## config.mk

```make
export PLATFORM = sky130hd
export DESIGN_NAME = sitd_ctrl
export DESIGN_NICKNAME = d
export VERILOG_FILES = /design/src/rtl/sitd_pkg.sv /design/src/rtl/sitd_ctrl.sv
export SDC_FILE = /design/constraint.sdc
export NUM_CORES = 1
export LEC_CHECK = 0
export ABC_AREA = 1
export CAP_MARGIN = 5
export CELL_PAD_IN_SITES_DETAIL_PLACEMENT = 0
export CELL_PAD_IN_SITES_GLOBAL_PLACEMENT = 1
export CORE_AREA = 10 10 47 49
export CTS_CLUSTER_SIZE = 30
export DETAILED_ROUTE_END_ITERATION = 10
export DIE_AREA = 0 0 57 59
export DONT_BUFFER_PORTS = 1
export PLACE_DENSITY = 0.3
export SLEW_MARGIN = 20
export SYNTH_ARGS = -nofsm -noshare
export SYNTH_HDL_FRONTEND = slang
export SYNTH_SLANG_ARGS = --single-unit
```

## constraint.sdc

```tcl
create_clock -name clk -period 1.5 [get_ports clk]
set_input_delay 0.075 -clock clk [delete_from_list [all_inputs] [get_ports clk]]
set_output_delay 0.075 -clock clk [all_outputs]
set_load 0.05 [all_outputs]
```

## src/rtl/sitd_pkg.sv

```systemverilog
`default_nettype none
// ----------------------------------------------------------------------------
// sitd_pkg
// Shared constants and controller/datapath interface types for the signed
// integer to decimal text converter.
// ----------------------------------------------------------------------------
package sitd_pkg;

    localparam int unsigned VALUE_W    = 32;
    localparam int unsigned MAX_DIGITS = 10;
    localparam int unsigned CNT_W      = $clog2(MAX_DIGITS + 1);

    localparam logic [7:0] CHAR_ZERO  = 8'h30;
    localparam logic [7:0] CHAR_NINE  = 8'h39;
    localparam logic [7:0] CHAR_MINUS = 8'h2D;

    // ceil(2^35 / 10): exact quotient by ten for any 32-bit unsigned dividend
    localparam logic [31:0] RECIP_TEN   = 32'hCCCC_CCCD;
    localparam int unsigned RECIP_SHIFT = 35;

    typedef struct packed {
        logic load;
        logic div_step;
        logic emit;
    } sitd_cmd_t;

    typedef struct packed {
        logic div_done;
        logic emit_done;
    } sitd_status_t;

endpackage : sitd_pkg
`default_nettype wire

```

## src/rtl/sitd_ctrl.sv

```systemverilog
`default_nettype none
// ----------------------------------------------------------------------------
// sitd_ctrl
// Sequencer: accepts a transaction, runs the divide-by-ten steps, then the
// character emission run.
// ----------------------------------------------------------------------------
module sitd_ctrl
    import sitd_pkg::*;
(
    input  wire logic         clk,
    input  wire logic         rst_n,
    input  wire logic         start,
    input  wire sitd_status_t status,
    output sitd_cmd_t         cmd,
    output logic              busy
);

    typedef enum logic [1:0] {
        ST_IDLE,
        ST_DIVIDE,
        ST_EMIT
    } state_t;

    state_t state_reg;
    state_t state_next;

    always_comb
    begin
        state_next   = state_reg;
        cmd          = '0;
        case (state_reg)
            ST_IDLE:
            begin
                cmd.load = start;
                if (start)
                begin
                    state_next = ST_DIVIDE;
                end
            end
            ST_DIVIDE:
            begin
                cmd.div_step = 1'b1;
                if (status.div_done)
                begin
                    state_next = ST_EMIT;
                end
            end
            ST_EMIT:
            begin
                cmd.emit = 1'b1;
                if (status.emit_done)
                begin
                    state_next = ST_IDLE;
                end
            end
            default:
            begin
                state_next = ST_IDLE;
            end
        endcase
    end

    always_ff @(posedge clk or negedge rst_n)
    begin
        if (!rst_n)
        begin
            state_reg <= ST_IDLE;
        end
        else
        begin
            state_reg <= state_next;
        end
    end

    assign busy = (state_reg != ST_IDLE);

endmodule : sitd_ctrl
`default_nettype wire

```

After elaboration in Yosys (flattened, before gate mapping)
Index checks and enable logic that the tools add are counted.

cells by class
  $add $sub $neg = 0
  div/mod/pow operators = 0
  shift operators = 0
  $mul = 0
  eq/ne operators = 5
  muxes and demuxes = 7
  magnitude comparators = 0
  bitwise gates (word level) = 0
  reductions and logical operators = 3

operator list
  kind                count
  $mux 2              3
  $ne 2x2->1 const B  3
  $pmux 2 s3          1
  $mux 1              3
  $reduce_and 3->1    1
  $eq 2x1->1 const B  1
  $eq 2x2->1 const B  1
  $logic_not 2->1     1
  $reduce_bool 2->1   1

word-level totals
  bits in latches = 0
  output and inout port bits = 4
  memories = 0
  bits in read-only memories = 0
  RAM bits = 0
  word-level logic and storage cells = 16
  register bits = 2
  bits of input ports = 5

Logic depth before layout (Yosys ltp)
Gate-level depths: netlist of run 1.

  word-level depth = 3
  depth in mapped cells = 3
  depth with buffers taken out = 3

Least setup slack after synthesis of run 1
OpenSTA, ideal clock, no wires.

  path type = reg2out
  start = reg state_reg[1]
  end = out cmd[0] (netlist name)
  arrival time = 1,092 ps
  path buffers = 0
  stages on the path, launching flop included = 3
  data required time = 1,425 ps
  slack = 333 ps
  cell sequence = dfrtp_1 -> inv_1 -> nor2_1

RTL lines
  item                    line             text
  start, declared         sitd_ctrl.sv:24  state_t state_reg;
  start signal, assigned  sitd_ctrl.sv:71  state_reg <= state_next;
  end, declared           sitd_ctrl.sv:14  output sitd_cmd_t cmd,

==> results of run 1 <==
-- worst min path at each step --
| stage | from | end | slack (ns) | cells past startpoint |
|---|---|---|---|---|
| final | status[1] | state_reg[1] | 0.01 | 2 |
| after global routing | status[1] | state_reg[1] | 0.006 | 2 |
| after CTS | status[1] | state_reg[1] | 0.002 | 2 |
| after detailed placement | rst_n | state_reg[0] | -0.22 | 0 |
| after global placement | rst_n | state_reg[1] | -0.22 | 0 |
| after floorplan | rst_n | state_reg[0] | -0.22 | 0 |
-- final cells by class --
class                      count  area (µm²)  share of cell area
timing repair buffer           4       35.03              0.1842
tap                           16       20.02              0.1053
sequential                     2       50.05              0.2632
clock buffer                   3       22.52              0.1184
multi-input combinational      9       40.04              0.2105
inverter                       6       22.52              0.1184
-- worst max-delay path, delay by kind of cell, from the launching register on --
family	cells	cell delay, ns
and+or+nand+nor	2	0.23
DFF	1	0.42
buffers and inverters	1	0.33
-- logic make-up (layout without fill, tap and decap cells) --
| group | after synthesis | count (layout) | share of synthesized area |
|---|---|---|---|
| flip-flops | 2 | 2 | 0.4167 |
| AND/OR/NAND/NOR | 9 | 9 | 0.3333 |
| buffers and inverters | 7 | 13 | 0.2500 |
-- metal layers --
layer | vias up | global-route usage
met2 | 8 | 0.02016
met1 | 58 | 0.02834
met5 | - | 0
met3 | 0 | 0.01502
li1 | 63 | -
met4 | 0 | 0.05034
-- cells in the mapped netlist --
library cell | n | area, µm²
inv_1 | 6 | 22.52
nand3_1 | 3 | 15.01
nand2_1 | 3 | 11.26
buf_4 | 1 | 7.510
dfrtp_1 | 2 | 50.05
nor2_1 | 2 | 7.510
nor2_2 | 1 | 6.260
-- through the flow --
step	area, µm²	instances	utilization	hold slack [ns]
after floorplan	120.1	18	-	-0.2206
after global placement	147.6	35	0.1054	-0.2205
after detailed placement	147.6	35	0.1054	-0.2205
after CTS	190.2	40	0.1357	0.002068
after global routing	190.2	40	0.1357	0.006296
final	190.2	40	0.1357	0.01040
==> metrics.cfg, run 1 <==
[synth]
avgSynthCellArea_um2=6.673
synth-warning-count=0
yosysSeqAreaShare=0.4167
synth_seq_cells=2
synth_cells=18
synth_nets=23
syn_area_um2=120.1
synth_cell_type_count=7

[clock_tree]
ctsHoldBuffers=2
clk_path_buf_depth=2
cts_tree=yes
htree_levels=1
clk_pin_slew_ns=0.03
clock-sinks=2
cts_made_buffers=3
clkLatencyLatePin_ns=0.22
clockRootBuffer=clkbuf_4
cts_setup_buffers=0
post_cts_resized=0

[setup_path]
crit_path_start_kind=flop
required_ns=1.42
cp_max_fo=5
end_kind=output port
reg2reg_from=state_reg[0]
r2r-end=state_reg[0]
worstPathCellList=nor2_2 -> nand2_1 -> inv_1
crit_end=cmd[2]
r2r_cells=3
max_stage_delay_ns=0.42
reg2reg_slack_ns=0.73
crit_start=state_reg[0]
cp.arrival_ns=1.19
cp_slowest_cell=dfrtp_1
path_class=reg2out

[die]
die_w_um=57
ioPinCount=9
die-area_um2=3363
die_y_um=59
core_um2=1401
start_util=0.08571
fp-row-count=14

[min_path]
min-delay-path-class=in2reg

[finish]
syn2layout_area_growth_pct=58.33
fill_cells=172
mostFrequentLayoutCells=6 x inv_1, 3 x nand2_1, 3 x nand3_1, 3 x clkbuf_4
largest_reg_flops=2
mostFrequentLayoutCell=inv_1
drive_gt1_frac=0.2500
antenna_cells=0
nets=31

[sta]
fin_skew_ns=0.0008193
maxSlewHeadroom=0.7153
tns_ns=0
fin_crit_ns=1.268
fmax_mhz=788.6
worstMarginPinSlew_ns=0.4266
setup_slack_ns=0.2320
finalCritPeriodShare=0.8453
setup_viol=0
hold_violations=0
drv_slew=0
rsz0062_at_grt=no

[global_routing]
grt_pass1_vias=135
grt_overflow=0
grt_antenna_before_repair=0
grt_pass1_wl_um=558
grt_max_degree=6
grt_use_total=0.02544

[drt]
ant_nets=0
drt-met1-wl_um=218
via_per_inst=3.225
wl_met2_um=139
drt_iter0_drc=5
wl_per_cell_um=9.750
drc=0
vias=129
routed_wl_um=390
drt-pass1-iter-count=2
highest_layer=met3
wl_met3_um=31

[placed_design]
pre_cts_ws_ns=0.4524
port_buffers=0
gp_congestion=0.6131

[run_status]
outcome=complete, no violations

[job]
maxCapViolations=0

Power of run 1 is left out: the tool's default activity adds up to more than one toggle a clock period on the data nets, which glitch-free logic cannot reach.
==> run 2, diff against run 1 <==
Clock period 1.5 ns to 1.31 ns, I/O delays scaled along.
==> run 2 against run 1 <==
Net effect:
- worst setup slack got worse by 0.089 ns
- core utilization grew 1.3 points
- worst hold slack improved by 0.012 ns
- clock-buffer cell count unchanged
- clock skew is essentially flat
- final area grew 9.2%
- sequential share of layout area is 2.2 points lower
- sequential cell count unchanged
- register-to-register slack got worse by 0.18 ns
- die area unchanged
==> metrics.cfg, run 2 (same netlist as run 1, synthesis figures left out) <==
[setup_path]
path_class=reg2out
r2r-end=state_reg[0]
reg2reg_from=state_reg[0]
cp_slowest_cell=dfrtp_1
cp_num_buf_inv=2  ; +1
max_stage_delay_ns=0.41  ; about the same
end_kind=output port
worstSetupPathDepth=4  ; +1
worstPathCellList=nor2_2 -> nand2_1 -> inv_1 -> buf_4
crit_path_start_kind=flop
required_ns=1.24  ; -0.18 ns
r2r_cells=3  ; unchanged
reg2reg_slack_ns=0.55  ; -0.18 ns
crit_end=cmd[2]
cp.arrival_ns=1.10  ; -0.09 ns
crit_family=flip-flops
cp_max_fo=5  ; unchanged
crit_start=state_reg[0]

[clock_tree]
clkLatencyLatePin_ns=0.22  ; about the same
cts_setup_buffers=0  ; unchanged
cts_made_buffers=3  ; unchanged
clk_path_buf_depth=2  ; unchanged
clock-sinks=2  ; unchanged
htree_levels=1  ; unchanged
cts_tree=yes
clk_pin_slew_ns=0.03  ; about the same
clockRootBuffer=clkbuf_4

[die]
start_util=0.08571  ; unchanged
die_w_um=57  ; unchanged
fp-row-count=14  ; unchanged
die_y_um=59  ; unchanged
core_um2=1401  ; unchanged
ioPinCount=9  ; unchanged
die-area_um2=3363  ; unchanged

[finish]
largest_reg_flops=2  ; unchanged
antenna_cells=0  ; unchanged
nets=33  ; +6.5%
syn2layout_area_growth_pct=72.92
drive_gt1_frac=0.2692  ; +0.01923
post-route-util=0.1482  ; +0.01250
mostFrequentLayoutCell=inv_1

[sta]
worstMarginPinSlew_ns=0.4263  ; -0.0002272 ns
fmax_mhz=857.0
fin_crit_ns=1.167
setup_viol=0  ; unchanged
tns_ns=0  ; unchanged
finalCritPeriodShare=0.8907
maxSlewHeadroom=0.7155  ; about the same
fin_skew_ns=0.001168  ; +0.0003484 ns
drv_slew=0  ; unchanged
hold_violations=0  ; unchanged
rsz0062_at_grt=no

[global_routing]
grt_use_total=0.02723  ; +0.001784
grt_overflow=0  ; unchanged
grt_max_degree=6  ; unchanged
grt_pass1_wl_um=621  ; +11%
grt_pass1_vias=151  ; +12%
grt_antenna_before_repair=0  ; unchanged

[placed_design]
port_buffers=0  ; unchanged
gp_congestion=0.6052  ; -1.3%

[drt]
drt_iter0_drc=2  ; -3
drc=0  ; unchanged
vias=124  ; -3.9%
drt-pass1-iter-count=2  ; unchanged
routed_wl_um=399  ; +2.3%
ant_nets=0  ; unchanged
wl_per_cell_um=9.500  ; -2.6%
via_per_inst=2.952  ; -8.5%

[min_path]
min-delay-path-class=in2reg

[run_status]
outcome=complete, no violations

[job]
maxCapViolations=0  ; unchanged

## run 2: cell type report
class | count | area (µm²)
Tap cell | 16 | 20.02
Clock buffer | 3 | 22.52
Timing Repair Buffer | 6 | 52.55
Inverter | 6 | 22.52
Fill cell | 166 | 1194
Sequential cell | 2 | 50.05
Multi-Input combinational cell | 9 | 40.04
## run 2: worst reg2reg max path, cell delays in order, from the launching register on
cell and delay (ns):
dfrtp_1 0.41, nor2_2 0.15, nand2_1 0.07, nand2_1 0.06
## run 2: timing repair
item                       4_1_cts  5_1_grt
hold endpoints to repair         4        0
gates resized for setup          0        0
setup endpoints to repair        0        0
hold buffers                     3        0
## run 2: worst min path at each step
| stage | start | slack [ns] | cells after the start | endpoint |
|---|---|---|---|---|
| 2_1_floorplan | rst_n | -0.23 | 0 | state_reg[0] |
| 3_5_place_dp | rst_n | -0.23 | 0 | state_reg[0] |
| 3_3_place_gp | rst_n | -0.23 | 0 | state_reg[1] |
| 5_1_grt | status[1] | 0.03 | 3 | state_reg[0] |
| 4_1_cts | status[1] | 0.02 | 3 | state_reg[0] |
| 6_report | status[1] | 0.02 | 3 | state_reg[0] |
## run 2: per-stage QoR
step / std cells / hold WS, ns / setup slack, ns / cell area, µm²
5_1_grt: 42 / 0.02787 / 0.07289 / 207.7
4_1_cts: 42 / 0.01570 / 0.1177 / 207.7
6_report: 42 / 0.02279 / 0.1431 / 207.7
3_3_place_gp: 36 / -0.2300 / 0.3667 / 155.1
2_1_floorplan: 18 / -0.2301 / 0.1530 / 120.1
3_5_place_dp: 36 / -0.2300 / 0.3720 / 155.1
## run 2: routing by layer
layer  global-route usage  part of all wire
met3              0.01502             0.093
met4              0.04027                 0
met5                    0                 0
met1              0.03207              0.57
met2              0.02636              0.33
Power of run 2 is left out for the same reason.
==> run 3, diff against run 2 <==
--- a/config.mk
+++ b/config.mk
@@ -16,5 +16,5 @@
 export DONT_BUFFER_PORTS = 1
 export PLACE_DENSITY = 0.3
-export SLEW_MARGIN = 20
+export SLEW_MARGIN = 10
 export SYNTH_ARGS = -nofsm -noshare
 export SYNTH_HDL_FRONTEND = slang
==> constraint.sdc (replaced) <==
create_clock -name clk -period 1.31 [get_ports clk]
set_input_delay 0.131 -clock clk [delete_from_list [all_inputs] [get_ports clk]]
set_output_delay 0.131 -clock clk [all_outputs]
set_load 0.05 [all_outputs]
==> run 3 against run 2 <==
Net effect:
- maximum frequency shrank 5.4%
- die area is the same
- sequential share of layout area grew 2.6 points
- worst hold slack gained 0.027 ns
- final area shrank 9.6%
- core utilization shrank 1.4 points
- critical path type unchanged
- critical endpoint unchanged
- largest cell class is now registers
==> metrics.cfg, run 3 (same netlist as run 1, synthesis figures left out) <==
[clock_tree]
cts_tree=yes
clockRootBuffer=clkbuf_4
cts_setup_buffers=0  ; unchanged
clk_path_buf_depth=2  ; unchanged
htree_levels=1  ; unchanged
cts_made_buffers=3  ; unchanged
post_cts_resized=0  ; unchanged
ctsHoldBuffers=1  ; -2
clk_pin_slew_ns=0.03  ; about the same
clock-sinks=2  ; unchanged
clkLatencyLatePin_ns=0.22  ; about the same

[sta]
finalCritPeriodShare=0.9418  ; +0.05106
maxSlewHeadroom=0.7155  ; about the same
drv_slew=0  ; unchanged
fin_skew_ns=0.001046  ; -0.0001220 ns
rsz0062_at_grt=no
hold_slack_ns=0.04982  ; +0.02703 ns
setup_slack_ns=0.07624  ; -0.06689 ns
fin_crit_ns=1.234  ; +0.06689 ns
setup_viol=0  ; unchanged
worstMarginPinSlew_ns=0.4263  ; -0.00001466 ns
tns_ns=0  ; unchanged
fmax_mhz=810.5  ; -5.4%
hold_violations=0  ; unchanged

[die]
die_y_um=59  ; unchanged
die_w_um=57  ; unchanged
start_util=0.08571  ; unchanged
ioPinCount=9  ; unchanged
core_um2=1401  ; unchanged
fp-row-count=14  ; unchanged
die-area_um2=3363  ; unchanged

[global_routing]
met2_usage=0.02636  ; unchanged
grt_pass1_wl_um=586  ; -5.6%
grt_antenna_before_repair=0  ; unchanged
use_met3=0.01931  ; +0.004292
grt_use_total=0.02635  ; -0.0008757
grt_max_degree=6  ; unchanged
grtUsageMet1=0.02728  ; -0.004783
grt_pass1_vias=144  ; -4.6%
grt_overflow=0  ; unchanged
grt_busiest_layer=met4

[placed_design]
port_buffers=0  ; unchanged
gp_congestion=0.6052  ; unchanged
pre_cts_ws_ns=0.3065  ; -0.06550 ns

[setup_path]
cp_slowest_cell=dfrtp_1
end_kind=output port
required_ns=1.18  ; -0.06 ns
max_stage_delay_ns=0.41  ; about the same
cp_max_fo=5  ; unchanged
crit_path_start_kind=flop
worstPathCellList=nor2_2 -> nand2_1 -> inv_1 -> buf_4
cp.arrival_ns=1.10  ; about the same
path_class=reg2out

[finish]
syn2layout_area_growth_pct=56.25
drive_gt1_frac=0.2917  ; +0.02244
mostFrequentLayoutCell=inv_1
register_area_um2=50.05  ; unchanged
antenna_cells=0  ; unchanged
mostFrequentLayoutCells=6 x inv_1, 3 x nand2_1, 3 x nand3_1, 3 x clkbuf_4, 3 x buf_4
multi_input_area_um2=40.04  ; unchanged
fill_cells=168  ; +1.2%
nets=31  ; -6.1%
largest_reg_flops=2  ; unchanged

[min_path]
min-delay-path-class=in2reg

[drt]
via_per_inst=3.075  ; +4.2%
routed_wl_um=389  ; -2.5%
drc=0  ; unchanged
drt-pass1-iter-count=2  ; unchanged
drt_iter0_drc=2  ; unchanged
vias=123  ; -0.81%
ant_nets=0  ; unchanged
wl_per_cell_um=9.725  ; +2.4%

[run_status]
outcome=complete, no violations

[job]
maxCapViolations=0  ; unchanged

-- run 3: changes by cell type in the layout (fill, tap and decap cells not counted), sizes merged --
cell / change
dlygate4sd3: -2
-- run 3: area by class of cell --
type / count / area share
sequential: 2 / 0.2667
multi-input combinational: 9 / 0.2133
timing repair buffer: 4 / 0.1733
clock buffer: 3 / 0.1200
inverter: 6 / 0.1200
tap: 16 / 0.1067
-- run 3: path summary, 6_finish.rpt --
kind / startpoint / end / slack [ns] / cells after the start
max in group asynchronous: rst_n / state_reg[1] / 1.05 / 1
setup / recovery: state_reg[0] / cmd[2] / 0.08 / 4
hold / removal: start / state_reg[0] / 0.05 / 2
min in group asynchronous: rst_n / state_reg[0] / 0.14 / 1
hold reg to reg: state_reg[1] / state_reg[1] / 0.59 / 2
setup reg to reg: state_reg[0] / state_reg[0] / 0.55 / 3
-- run 3: routing by layer --
layer	vias to the layer above	wire (µm)
met5	-	0
met4	0	0
met3	0	46
met2	8	127
met1	52	216
li1	63	-
-- run 3: worst max-delay path, delay by kind of cell, from the launching register on --
kind,cells,cell delay (ns)
flops,1,0.41
buf+inv,2,0.25
simple gates,2,0.22
-- run 3: per-stage QoR --
step,instance area [µm²],utilization,instances
after CTS,187.7,0.1339,40
after global placement,155.1,0.1107,36
after detailed placement,155.1,0.1107,36
final,187.7,0.1339,40
after floorplan,120.1,-,18
after global routing,187.7,0.1339,40
Power of run 3 is left out for the same reason.
